File: src/design/srlr_pkg.sv
// package for the stamp rotation line renderer
// holds shared types, codes and the rotation flip tables; no dependencies
package srlr_pkg;

	localparam int ADDR_W = 18;

	typedef enum logic [2:0] {
		CMD_START_JOB  = 3'd0,
		CMD_START_LINE = 3'd1,
		CMD_STAMP      = 3'd2,
		CMD_SOURCE     = 3'd3,
		CMD_DEST       = 3'd4
	} cmd_t;

	typedef enum logic [2:0] {
		REQ_STAMP  = 3'd0,
		REQ_SOURCE = 3'd1,
		REQ_DREAD  = 3'd2,
		REQ_DWRITE = 3'd3,
		REQ_DONE   = 3'd4
	} req_t;

	typedef enum logic [2:0] {
		REG_MODE   = 3'd0,
		REG_STAMP  = 3'd1,
		REG_IMAGE  = 3'd2,
		REG_VCELL  = 3'd3,
		REG_OFFSET = 3'd4,
		REG_HDOTS  = 3'd5
	} reg_idx_t;

	typedef enum logic [2:0] {
		ST_IDLE,
		ST_WALK,
		ST_WAIT_STAMP,
		ST_WAIT_SOURCE,
		ST_WAIT_DEST,
		ST_OUT
	} state_t;

	// controller to datapath
	typedef struct packed {
		logic start_job;
		logic start_line;
		logic load_stamp;
		logic load_source;
		logic load_dest;
		logic advance;
		logic emit_stamp;
		logic emit_pixel;
		logic emit_done;
	} dp_cmd_t;

	// datapath to controller
	typedef struct packed {
		logic dots_zero;
		logic out_of_map;
		logic prio_zero;
		logic pix_zero;
		logic write_ok;
		logic stamp_zero;
	} dp_stat_t;

	typedef struct packed {
		logic [2:0]        request;
		logic [ADDR_W-1:0] address;
		logic [7:0]        write_data;
		logic              last;
	} res_t;

	function automatic logic col_flip(input logic [2:0] s);
		logic [7:0] t;
		t = 8'b0011_0110;
		return t[s];
	endfunction

	function automatic logic row_flip(input logic [2:0] s);
		logic [7:0] t;
		t = 8'b0110_1100;
		return t[s];
	endfunction

endpackage

File: src/design/srlr_ctrl.sv
// controller state machine: sequences dot walk, replies and output staging
// depends on srlr_pkg
module srlr_ctrl import srlr_pkg::*; (
	input  logic       clk,
	input  logic       arst_n,
	input  logic       in_valid,
	output logic       in_ready,
	input  logic [2:0] command,
	input  logic       out_busy,
	input  dp_stat_t   stat,
	output dp_cmd_t    cmd,
	output logic       emit,
	output state_t     state
);
	state_t state_q, state_d;
	logic   acc;
	logic   walking;

	assign state = state_q;

	always_ff @(posedge clk or negedge arst_n) begin
		if (!arst_n) state_q <= ST_IDLE;
		else         state_q <= state_d;
	end

	// inputs are taken when not walking and output slot is free
	assign walking  = state_q == ST_WALK || state_q == ST_OUT;
	assign in_ready = !walking && !out_busy;
	assign acc      = in_valid && in_ready;

	always_comb begin
		state_d = state_q;
		cmd     = '0;
		emit    = 1'b0;
		case (state_q)
			ST_WALK, ST_OUT: begin
				// a pixel is ready in ST_OUT: zero pixels are skipped unless overwriting
				if (!out_busy) begin
					if (state_q == ST_OUT) begin
						if (stat.pix_zero && !stat.prio_zero) begin
							cmd.advance = 1'b1;
							state_d = ST_WALK;
						end else begin
							cmd.emit_pixel = 1'b1;
							emit = 1'b1;
							state_d = ST_WAIT_DEST;
						end
					end else if (stat.dots_zero) begin
						cmd.emit_done = 1'b1;
						emit = 1'b1;
						state_d = ST_IDLE;
					end else if (stat.out_of_map) begin
						if (stat.prio_zero) begin
							cmd.emit_stamp = 1'b1;
							state_d = ST_OUT;
						end else begin
							cmd.advance = 1'b1;
						end
					end else begin
						cmd.emit_stamp = 1'b1;
						emit = 1'b1;
						state_d = ST_WAIT_STAMP;
					end
				end
			end
			default: begin
				if (acc) begin
					case (command)
						CMD_START_JOB: begin
							cmd.start_job = 1'b1;
							state_d = ST_IDLE;
						end
						CMD_START_LINE: begin
							cmd.start_line = 1'b1;
							state_d = ST_WALK;
						end
						CMD_STAMP: if (state_q == ST_WAIT_STAMP) begin
							cmd.load_stamp = 1'b1;
							if (stat.stamp_zero) begin
								state_d = ST_OUT;
							end else begin
								emit = 1'b1;
								state_d = ST_WAIT_SOURCE;
							end
						end
						CMD_SOURCE: if (state_q == ST_WAIT_SOURCE) begin
							cmd.load_source = 1'b1;
							state_d = ST_OUT;
						end
						CMD_DEST: if (state_q == ST_WAIT_DEST) begin
							cmd.load_dest = 1'b1;
							cmd.advance   = 1'b1;
							emit = stat.write_ok;
							state_d = ST_WALK;
						end
						default: ;
					endcase
				end
			end
		endcase
	end
endmodule

File: config.mk
export PLATFORM = sky130hd
export DESIGN_NAME = srlr_ctrl
export DESIGN_NICKNAME = d
export VERILOG_FILES = /design/src/design/srlr_pkg.sv /design/src/design/srlr_ctrl.sv
export SDC_FILE = /design/constraint.sdc
export NUM_CORES = 1
export LEC_CHECK = 0
export BUFFER_PORTS_ARGS = -buffer_cell sky130_fd_sc_hd__buf_2
export CAP_MARGIN = 40
export CORE_AREA = 2 2 39 41
export DETAILED_ROUTE_END_ITERATION = 8
export DIE_AREA = 0 0 41 43
export PLACE_DENSITY = 0.72
export REMOVE_ABC_BUFFERS = 1
export SKIP_CTS_REPAIR_TIMING = 1
export SLEW_MARGIN = 30
export SYNTH_ARGS = -nofsm -noshare
export SYNTH_HDL_FRONTEND = slang
export SYNTH_SLANG_ARGS = --single-unit
File: constraint.sdc
create_clock -name clk -period 1.9 [get_ports clk]
set_input_delay 0.19 -clock clk [delete_from_list [all_inputs] [get_ports clk]]
set_output_delay 0.19 -clock clk [all_outputs]
set_load 0.05 [all_outputs]
==> results_dict.tcl <==
set metrics [dict create \
    seq_area_frac_synth_pct 14.1 \
    core_sq_mm 0.00138 \
    reg2reg_from "state[1]" \
    worstPathMaxFanout 5 \
    timing.rr.end "state[1]" \
    rsz0062_at_grt "yes" \
    hpwlAfterDp_um 1270 \
    ys_warn_count 0 \
    status "complete, but fails checks" \
    fmax_mhz 509 \
    setup_slack_ns -0.0628 \
    critPathCapture "emit" \
    route.met2.wl_um 943 \
    postRouteAntennaNets 0 \
    pre_cts_slack_ns 0.0779 \
    vias 702 \
    clkSlewWorstSetupHoldPaths_ns 0.04 \
    gp_congestion 0.906 \
    wl_met3_um 125 \
    route.top_layer_used "met4" \
    slowest_stage "dfrtp_2" \
    ff2ff_path_depth 5 \
    port_buffers 26 \
    pwr_density_cell_mw_per_mm2 1430 \
    slew_headroom_pct 75.2 \
    cp.depth 5 \
    area_growth_pct 48.7 \
    grt_overflow_total 0 \
    peakVddDrop_mv 0.854 \
    io_pins 27 \
    worstPathRequired_ns 1.71 \
    rows 14 \
    cp_top_family "simple AND/OR/NAND/NOR gates" \
    hold_path.class "in2async" \
    violations "negative setup slack" \
    cts_tree "yes" \
    synth_seq_cells 3 \
    clock_latency_ns 0.25 \
    crit_path_end_kind "output port" \
    holdWs_ns 0.272 \
    critPathKind "reg2out" \
    crit_path_max_incr_delay_ns 0.42 \
    first_global_vias 628 \
    die_h_um 43 \
    first_pass_iters 6 \
    die-area_sq_mm 0.00176 \
    cts_max_level 1 \
    grt_usage_pct 22.5 \
    worstPathArrival_ns 1.77 \
    antenna_found_initial 0 \
    synth_edf_count 0 \
    clock_skew_ns 0.00373 \
    max_slew.worst_pin.slew_ns 0.372 \
    cts_buffer_depth 2 \
    cts_root_buffer "clkbuf_4" \
    hold_viol 0 \
    via_per_inst 5.75 \
    ys_types 34 \
    startpoint_type "flop" \
    maxCapViolCount 0 \
    wl_per_cell_um 14.5 \
    finalSetupViolCount 3 \
    drt_iter0_markers 11 \
    synth_top_area_share_pct 14.1 \
    grt_first_pass_wirelength_um 2750 \
    power_leakage_nw 0.370 \
    routed_wirelength_um 1770 \
    grt_max_degree 11 \
    drive_gt1_share_pct 52.8 \
    syn-cell-area_sq_um 534 \
    layout.nets 120 \
    initial_utilization_pct 38.6 \
    cts_made_buffers 3 \
    fin_crit_ns 1.96 \
    drcViolationCount 0 \
    synthCells 69 \
    startpoint "state[0]" \
    yosys.area.top_type "dfrtp_1" \
    die_w_um 41 \
    async_flop_share_pct 100 \
    largest_register_ffs 3 \
    slew_violations 0 \
    finalCritPeriodShare_pct 103 \
    ys_top_cells_by_area "dfrtp_1 (14%), buf_6 (6.3%), nand2_1 (5.6%), or2b_2 (4.9%), or3b_2 (4.9%)" \
    clock_sinks 3 \
    synth_top_flop_cell "dfrtp_1" \
    antenna-diode-count 0 \
    syn_area_per_cell_sq_um 7.74 \
    ff2ff_setup_slack_ns 0.06 \
    wl_met1_um 657 \
    critPathBufInv 1 \
    path_cells "or2b_4 > nand3_2 > or3_1 > o22ai_1 > buf_4" \
]
==> logic make-up (layout without fill, tap and decap cells) <==
group	after synthesis	after routing	share of synthesized area, %
buffers and inverters	9	46	12.4
and+or+nand+nor	37	37	41.2
DFF	3	3	14.1
muxes	1	1	2.81
AOI/OAI and AO/OA	17	17	26.2
xor gates and xnor gates	2	2	3.28
==> layout by cell type (no fill, tap or decap), drive strengths merged, types with 3 or more instances in the layout <==
master	netlist	routed
a21oi	3	3
buf	3	36
clkbuf	1	4
dfrtp	3	3
inv	5	5
nand2	8	8
nand3	3	3
nor2	6	6
nor3	3	3
o21ai	3	3
or2b	3	3
or3b	3	3
==> synth_stat cells (2+ instances only) <==
cell	count
nor2_1	6
o221ai_1	2
xnor2_1	2
a21oi_1	2
nor4_1	2
or3b_2	3
nor2b_1	2
nor3_1	3
nand3_1	3
dfrtp_1	3
a2bb2oi_1	2
buf_6	3
inv_1	5
or2b_2	3
o21ai_0	2
nand2_1	8
==> metrics by stage <==
step | utilization (%) | setup TNS [ns] | instances | cell area (sq um) | total power, mW
floorplan | - | -6.29 | 65 | 487 | 0.659
global placement | 50.4 | 0 | 115 | 697 | 0.897
detailed placement | 50.4 | 0 | 115 | 697 | 0.899
CTS | 52.3 | -0.496 | 119 | 723 | 1.02
global route | 57.4 | -0.337 | 122 | 795 | 1.19
finish | 57.4 | -0.134 | 122 | 795 | 1.13
==> per-layer routing <==
metal / GRT usage [%] / vias to the layer above
li1: - / 332
met3: 3.14 / 6
met4: 8.00 / 0
met5: 0 / -
met1: 29.7 / 329
met2: 35.6 / 35
==> where the power goes <==
group	switching [mW]	total (mW)	internal, mW
sequential	0.0339	0.132	0.0976
combinational	0.540	0.876	0.336
clock	0.0459	0.125	0.0795
total	0.620	1.13	0.513
==> worst register-to-register path: cells and delay by family, from the launching register on <==
family	cells	cell delay [ns]
simple gates	1	0.49
flops	1	0.38
compound gates	2	0.38
mux	1	0.33
buf+inv	1	0.14
==> worst min-delay path by stage <==
stage                 from  slack (ns)       end  cells past startpoint
CTS                 arst_n       -0.26  state[2]                      1
global route        arst_n        0.30  state[2]                      2
global placement    arst_n      -0.005  state[0]                      1
finish              arst_n        0.27  state[2]                      2
detailed placement  arst_n      -0.004  state[0]                      1
floorplan           arst_n       -0.11  state[0]                      0
==> area by class of cell <==
class | count | area (sq um)
Tap cell | 16 | 20.0
Clock buffer | 4 | 26.3
Timing Repair Buffer | 37 | 235
Multi-Input combinational cell | 57 | 418
Fill cell | 120 | 589
Sequential cell | 3 | 76.3
Inverter | 5 | 18.8
(Power assumes the default switching activity.)
