$ cat config.mk
export PLATFORM = sky130hd
export DESIGN_NAME = srlr_datapath
export DESIGN_NICKNAME = d
export VERILOG_FILES = /design/src/design/srlr_pkg.sv /design/src/design/srlr_datapath.sv
export SDC_FILE = /design/constraint.sdc
export NUM_CORES = 1
export LEC_CHECK = 0
export ABC_AREA = 1
export BUFFER_PORTS_ARGS = -buffer_cell sky130_fd_sc_hd__buf_2
export CORE_UTILIZATION = 30
export CTS_BUF_LIST = sky130_fd_sc_hd__clkbuf_8
export DETAILED_ROUTE_END_ITERATION = 7
export PLACE_DENSITY = 0.53
export REMOVE_ABC_BUFFERS = 1
export SYNTH_ARGS = -nofsm -noshare
export SYNTH_HDL_FRONTEND = slang
export SYNTH_SLANG_ARGS = --single-unit
$ cat constraint.sdc
create_clock -name clk -period 8.5 [get_ports clk]
set_clock_uncertainty 0.05 [all_clocks]
set_input_delay 1.7 -clock clk [delete_from_list [all_inputs] [get_ports clk]]
set_output_delay 1.7 -clock clk [all_outputs]
set_load 0.05 [all_outputs]
$ cat src/design/srlr_pkg.sv
// package for the stamp rotation line renderer
// holds shared types, codes and the rotation flip tables; no dependencies
package srlr_pkg;

	localparam int ADDR_W = 18;

	typedef enum logic [2:0] {
		CMD_START_JOB  = 3'd0,
		CMD_START_LINE = 3'd1,
		CMD_STAMP      = 3'd2,
		CMD_SOURCE     = 3'd3,
		CMD_DEST       = 3'd4
	} cmd_t;

	typedef enum logic [2:0] {
		REQ_STAMP  = 3'd0,
		REQ_SOURCE = 3'd1,
		REQ_DREAD  = 3'd2,
		REQ_DWRITE = 3'd3,
		REQ_DONE   = 3'd4
	} req_t;

	typedef enum logic [2:0] {
		REG_MODE   = 3'd0,
		REG_STAMP  = 3'd1,
		REG_IMAGE  = 3'd2,
		REG_VCELL  = 3'd3,
		REG_OFFSET = 3'd4,
		REG_HDOTS  = 3'd5
	} reg_idx_t;

	typedef enum logic [2:0] {
		ST_IDLE,
		ST_WALK,
		ST_WAIT_STAMP,
		ST_WAIT_SOURCE,
		ST_WAIT_DEST,
		ST_OUT
	} state_t;

	// controller to datapath
	typedef struct packed {
		logic start_job;
		logic start_line;
		logic load_stamp;
		logic load_source;
		logic load_dest;
		logic advance;
		logic emit_stamp;
		logic emit_pixel;
		logic emit_done;
	} dp_cmd_t;

	// datapath to controller
	typedef struct packed {
		logic dots_zero;
		logic out_of_map;
		logic prio_zero;
		logic pix_zero;
		logic write_ok;
		logic stamp_zero;
	} dp_stat_t;

	typedef struct packed {
		logic [2:0]        request;
		logic [ADDR_W-1:0] address;
		logic [7:0]        write_data;
		logic              last;
	} res_t;

	function automatic logic col_flip(input logic [2:0] s);
		logic [7:0] t;
		t = 8'b0011_0110;
		return t[s];
	endfunction

	function automatic logic row_flip(input logic [2:0] s);
		logic [7:0] t;
		t = 8'b0110_1100;
		return t[s];
	endfunction

endpackage

$ cat src/design/srlr_datapath.sv
// datapath: config registers, position walk, address and pixel logic
// depends on srlr_pkg
module srlr_datapath import srlr_pkg::*; (
	input  logic        clk,
	input  logic        arst_n,
	input  logic        cfg_we,
	input  logic [2:0]  cfg_index,
	input  logic [15:0] cfg_data,
	input  dp_cmd_t     cmd,
	input  logic [15:0] start_x,
	input  logic [15:0] start_y,
	input  logic [15:0] step_x,
	input  logic [15:0] step_y,
	input  logic [15:0] reply,
	output dp_stat_t    stat,
	output res_t        res
);
	logic [4:0]  mode_q;
	logic [15:0] smap_reg_q, ibuf_reg_q;
	logic [4:0]  vcell_q;
	logic [5:0]  ioff_q;
	logic [8:0]  hdots_q;

	logic [23:0] xpos_q, ypos_q;
	logic [15:0] xstep_q, ystep_q;
	logic [2:0]  col_q;
	logic [17:0] dbase_q, sbase_q;
	logic [7:0]  loff_q;
	logic [8:0]  dots_q;
	logic [3:0]  pix_q;
	logic        nlow_q;

	logic [23:0] mmask;
	logic [15:0] idx;
	logic [17:0] stamp_addr, dest_addr;
	logic [16:0] dsum;
	logic [2:0]  sel;
	logic [23:0] u, v;
	logic [6:0]  mr, row;
	logic [8:0]  cf, col;
	logic [13:0] nib;
	logic [3:0]  spix;
	logic        under;
	logic [7:0]  merged;

	always_ff @(posedge clk or negedge arst_n) begin
		if (!arst_n) begin
			mode_q <= '0; smap_reg_q <= '0; ibuf_reg_q <= '0;
			vcell_q <= '0; ioff_q <= '0; hdots_q <= '0;
		end else if (cfg_we) begin
			case (cfg_index)
				REG_MODE:   mode_q     <= cfg_data[4:0];
				REG_STAMP:  smap_reg_q <= cfg_data;
				REG_IMAGE:  ibuf_reg_q <= cfg_data;
				REG_VCELL:  vcell_q    <= cfg_data[4:0];
				REG_OFFSET: ioff_q     <= cfg_data[5:0];
				REG_HDOTS:  hdots_q    <= cfg_data[8:0];
				default: ;
			endcase
		end
	end

	assign mmask = mode_q[2] ? 24'h800000 : 24'hf80000;
	always_comb begin
		case (mode_q[2:1])
			2'b01:   idx = {10'd0, ypos_q[18:16], xpos_q[18:16]};
			2'b11:   idx = {2'd0, ypos_q[22:16], xpos_q[22:16]};
			2'b00:   idx = {8'd0, ypos_q[18:15], xpos_q[18:15]};
			default: idx = {ypos_q[22:15], xpos_q[22:15]};
		endcase
	end
	assign stamp_addr = sbase_q + {1'b0, idx, 1'b0};
	assign dest_addr  = dbase_q + {16'd0, col_q[2:1] ^ 2'b01};
	assign dsum       = {1'b0, ibuf_reg_q & 16'hfff8} + {9'd0, loff_q};

	// stamp word decode: rotation and flip
	always_comb begin
		sel = {reply[15], reply[14:13]};
		mr  = mode_q[1] ? 7'h7c : 7'h3c;
		cf  = mode_q[1] ? 9'h180 : 9'h040;
		u   = sel[0] ? ypos_q : xpos_q;
		v   = sel[0] ? xpos_q : ypos_q;
		row = v[15:9] & mr;
		if (row_flip(sel)) row = row ^ mr;
		col = mode_q[1] ? (u[15:7] & 9'h180) : ({1'b0, u[15:8]} & 9'h040);
		if (col_flip(sel)) begin
			col = col ^ cf;
			nib = u[13:0] & 14'h3800 ^ 14'h2800;
		end else begin
			nib = u[13:0] & 14'h3800 ^ 14'h1000;
		end
	end

	assign spix   = nlow_q ? reply[3:0] : reply[7:4];
	assign under  = mode_q[4:3] == 2'b01;
	assign merged = col_q[0] ? {reply[7:4], pix_q} : {pix_q, reply[3:0]};

	assign stat.dots_zero  = dots_q == '0;
	assign stat.out_of_map = !mode_q[0] && (((xpos_q | ypos_q) & mmask) != '0);
	assign stat.prio_zero  = mode_q[4:3] == 2'b00;
	assign stat.pix_zero   = pix_q == '0;
	assign stat.write_ok   = col_q[0] ? !(reply[3:0] != '0 && under)
		: !(reply[7:4] != '0 && under);
	assign stat.stamp_zero = reply[10:0] == '0;

	always_ff @(posedge clk or negedge arst_n) begin
		if (!arst_n) begin
			xpos_q <= '0; ypos_q <= '0; xstep_q <= '0; ystep_q <= '0;
			col_q <= '0; dbase_q <= '0; loff_q <= '0; dots_q <= '0;
			pix_q <= '0; nlow_q <= '0; sbase_q <= '0;
		end else begin
			if (cmd.start_job) begin
				loff_q <= {5'd0, ioff_q[5:3]};
				case (mode_q[2:1])
					2'b00:   sbase_q <= {smap_reg_q & 16'hff80, 2'b00};
					2'b01:   sbase_q <= {smap_reg_q & 16'hffe0, 2'b00};
					2'b10:   sbase_q <= 18'h20000;
					default: sbase_q <= {smap_reg_q & 16'he000, 2'b00};
				endcase
			end
			if (cmd.start_line) begin
				xpos_q  <= {start_x, 8'd0};
				ypos_q  <= {start_y, 8'd0};
				xstep_q <= step_x;
				ystep_q <= step_y;
				col_q   <= ioff_q[2:0];
				dbase_q <= {dsum[15:0], 2'b00};
				dots_q  <= hdots_q;
			end
			if (cmd.load_stamp) begin
				// zero stamp number gives pixel zero
				if (reply[10:0] == '0) begin
					pix_q <= '0;
				end else begin
					nlow_q <= nib[11];
				end
			end
			if (cmd.load_source) pix_q <= spix;
			if (cmd.emit_stamp && stat.out_of_map) pix_q <= '0;
			if (cmd.advance) begin
				xpos_q <= xpos_q + {{8{xstep_q[15]}}, xstep_q};
				ypos_q <= ypos_q + {{8{ystep_q[15]}}, ystep_q};
				col_q  <= col_q + 3'd1;
				if (col_q == 3'd7)
					dbase_q <= dbase_q + {7'd0, {1'b0, vcell_q} + 6'd1, 5'd0};
				dots_q <= dots_q - 9'd1;
			end
			if (cmd.emit_done) loff_q <= loff_q + 8'd1;
		end
	end

	// result assembly from the emit and load commands
	always_comb begin
		res = '0;
		if (cmd.emit_done) begin
			res.request = REQ_DONE;
		end else if (cmd.emit_pixel) begin
			res.request = REQ_DREAD;
			res.address = dest_addr;
		end else if (cmd.emit_stamp) begin
			res.request = REQ_STAMP;
			res.address = stamp_addr;
		end else if (cmd.load_stamp) begin
			res.request = REQ_SOURCE;
			res.address = {reply[10:0], 7'd0} + {11'd0, row} + {9'd0, col}
				+ {16'd0, nib[13:12]};
		end else if (cmd.load_dest) begin
			res.request    = REQ_DWRITE;
			res.address    = dest_addr;
			res.write_data = merged;
		end
	end
endmodule

==> reports/metrics.yaml <==
drt:
  wl_um: 45960
  viasPerCell: 4.821
  drt_first_iter_violations: 1000
  ant_nets: 0
  drcViolationCount: 0
  vias: 13900
  dr.pass1.iters: 5
  avgRoutedWirePerCell_um: 15.94
clocking:
  numCtsBuffers: 17
  path_clk_slew_ns: 0.11
  postCtsSetupBuffers: 0
  cts.path.max_buffers: 2
  h-tree-depth: 4
  clkLatencyLatePin_ns: 0.55
  cts_tree: "yes"
  cts_resized: 0
  cts_sinks: 183
  clockRootBuffer: "clkbuf_8"
  cts_hold_buf: 0
synthesis:
  netlist_top_cells_area: "dfrtp_1 33%, nand2_1 20%, inv_1 8.7%"
  synth_edf_count: 0
  yosys_register_bits: 183
  synth_cell_types: 49
  ys.warnings.count: 0
  async_reset_ff_frac: 1.000
  syn-instance-count: 2156
  ys.flop_type: "dfrtp_1"
  yosysTopAreaCellShare: 0.3261
  avgSynthCellArea_sq_um: 6.513
  synth_top_area_cell: "dfrtp_1"
  ys_seq_area_frac: 0.3261
  syn_area_sq_um: 14040
critical_path:
  arrival_ns: 4.74
  crit_required_ns: 6.75
  cp-end-kind: "output pin"
  critPathLaunch: "reply[13]"
  cp_max_fo: 21
  worstSetupPathType: "in -> out"
  worstSetupStartpointType: "primary input"
  r2r-start: "col_q[0]"
floorplanning:
  rows: 78
  pin_count: 147
  die_x_um: 218.3
  core-area_sq_um: 45770
  dieArea_sq_um: 47670
  die-height_um: 218.3
  start_util: 0.3068
grt:
  grt_max_degree: 117
  grt_pass1_vias: 13560
  met2_usage: 0.3237
  busiest_layer: "met2"
  grt_overflow: 0
  grt_pass1_wl_um: 73460
  use_met3: 0.03118
  met1_usage: 0.2719
  antenna_found_initial: 2
  gr-usage-all-layers: 0.2001
layout:
  diodes: 0
  final_nets: 2465
  layoutNonFillerInstCount: 2883
  syn_to_final_growth_pct: 12.45
  drive_gt1_frac: 0.09636
  final_design_area_no_fill_sq_um: 15790
  utilization: 0.3450
timing:
  fin_crit_sh: 0.7636
  tns_ns: 0
  worst_pin_slew_ns: 0.9951
  rsz0062_at_grt: "false"
  drv_slew: 0
  fmax_mhz: 154.1
  holdWs_ns: 0.4429
  min_period_ns: 6.491
  finalHoldViolations: 0
  finalSetupViolCount: 0
  slew_headroom: 0.3366
status:
  status: "finished, final reports clean"
power_and_ir_drop:
  vdd_drop_max_uv: 127.4
  power_density_nw_per_um2: 250.4
  power.leakage_uw: 0.008563
placement:
  port_buffers: 143
  post_dp_cell_area_sq_um: 15320
  dp_cells: 2851
  hpwl_um: 36440
  gp_congestion: 0.9311
min_path:
  hp-start: "xstep_q[7]"
  min-delay-path-class: "reg -> reg"
run:
  maxCapViolations: 0
## cells by family after synthesis
group | Yosys count | synth area share
xor gates and xnor gates | 18 | 0.01123
DFF | 183 | 0.3261
buffers and inverters | 385 | 0.1062
AOI/OAI and AO/OA | 350 | 0.1391
other | 1 | 0.0002671
and+or+nand+nor | 1135 | 0.3384
adders and majority gates | 84 | 0.07860
## through the flow
step	setup WS (ns)	power [uW]
after floorplan	2.195	2683
after global placement	2.023	3243
after detailed placement	2.021	3266
after CTS	2.007	3973
after global routing	1.646	4328
final	2.009	3953
## worst max-delay path: stages
cell and delay [ns]:
buf_2 0.28, xnor2_1 0.20, nand2_1 0.10, nand2_1 0.20, xor2_1 0.21, nand2_1 0.07, inv_1 0.06, ha_1 0.19
inv_1 0.07, fa_1 0.36, inv_1 0.08, nand2_1 0.06, nand2_1 0.17, nand2_1 0.11, nand2_1 0.08, nand3_1 0.07
o21ai_0 0.18, nand2_1 0.09, o21ai_0 0.14, buf_2 0.31
## sequential cells by signal, indices dropped and copies added (netlist names)
signal,count
vcell_q,5
pix_q,4
ibuf_reg_q,13
hdots_q,9
smap_reg_q,11
ioff_q,6
loff_q,8
sbase_q,11
ypos_q,24
dbase_q,18
xpos_q,24
ystep_q,16
dots_q,9
mode_q,5
nlow_q,1
col_q,3
xstep_q,16
## final timing paths
kind	end	slack [ns]	cells after the start
worst max register to register	dbase_q[4]	5.95	7
max in group asynchronous	ypos_q[5]	5.75	2
worst min register to register	xstep_q[7]	0.44	2
worst min-delay path	xstep_q[7]	0.44	2
min in group asynchronous	xstep_q[9]	1.18	1
worst max-delay path	res[21]	2.01	20
## per-layer routing
metal  wire (um)  up-vias
li1            -     7143
met1       22040     6399
met2       20870      300
met3        2013       54
met4        1005        4
met5          27        -
## layout make-up
class / instances / area, sq um
timing repair buffer: 149 / 769.5
multi-input combinational: 1588 / 7978
tap: 600 / 750.7
clock buffer: 17 / 234.0
fill: 5014 / 29980
inverter: 331 / 1242
clock inverter: 15 / 235.2
sequential: 183 / 4579
## where the power goes
group | total [uW] | internal [uW] | switching (uW)
registers | 1320 | 1090 | 229
logic | 1940 | 656 | 1280
clock network | 692 | 265 | 427
## cell usage in the layout, fill, tap and decap left out, drive strengths merged
cell type	netlist	routed
buf	32	148
o221ai	4	4
o21ai	176	176
ha	77	77
a22oi	2	2
o22ai	10	10
nand3b	13	13
xor2	14	14
clkinv	1	8
or2	9	9
o21a	2	2
nand2	760	760
xnor2	4	4
o2111ai	1	1
dfrtp	183	183
a31oi	4	4
o211ai	11	11
clkbuf	22	18
nand3	152	152
o21bai	9	9
o31ai	4	4
a21o	1	1
nor4	1	1
nand4	35	35
conb	1	1
a21oi	104	104
inv	330	337
a32o	5	5
nor2	149	149
fa	7	7
nor3	14	14
bufinv	0	1
a211oi	3	3
a22o	14	14
and2	2	2
## synthesized netlist by cell type, types with 2 or more instances
cell type / count
o221ai_1: 4
dfrtp_1: 183
o21ai_0: 167
a22o_1: 14
a211oi_1: 3
nand3_2: 2
o21ai_1: 8
buf_1: 8
inv_2: 6
o22ai_1: 10
o21a_1: 2
nor2_1: 141
nor3_1: 8
nor3_2: 4
o21bai_1: 8
buf_4: 4
nand2_2: 4
nor3_4: 2
nand3b_1: 13
inv_1: 324
xor2_1: 14
nand2_1: 756
a32o_1: 5
nand4_1: 34
o31ai_1: 4
or2_2: 9
and2_1: 2
fa_1: 7
clkbuf_1: 22
o211ai_1: 11
nand3_1: 150
nor2_2: 4
a31oi_1: 4
a22oi_1: 2
nor2_4: 3
a21oi_1: 104
ha_1: 77
xnor2_1: 4
buf_2: 19
(Power assumes the default switching activity.)
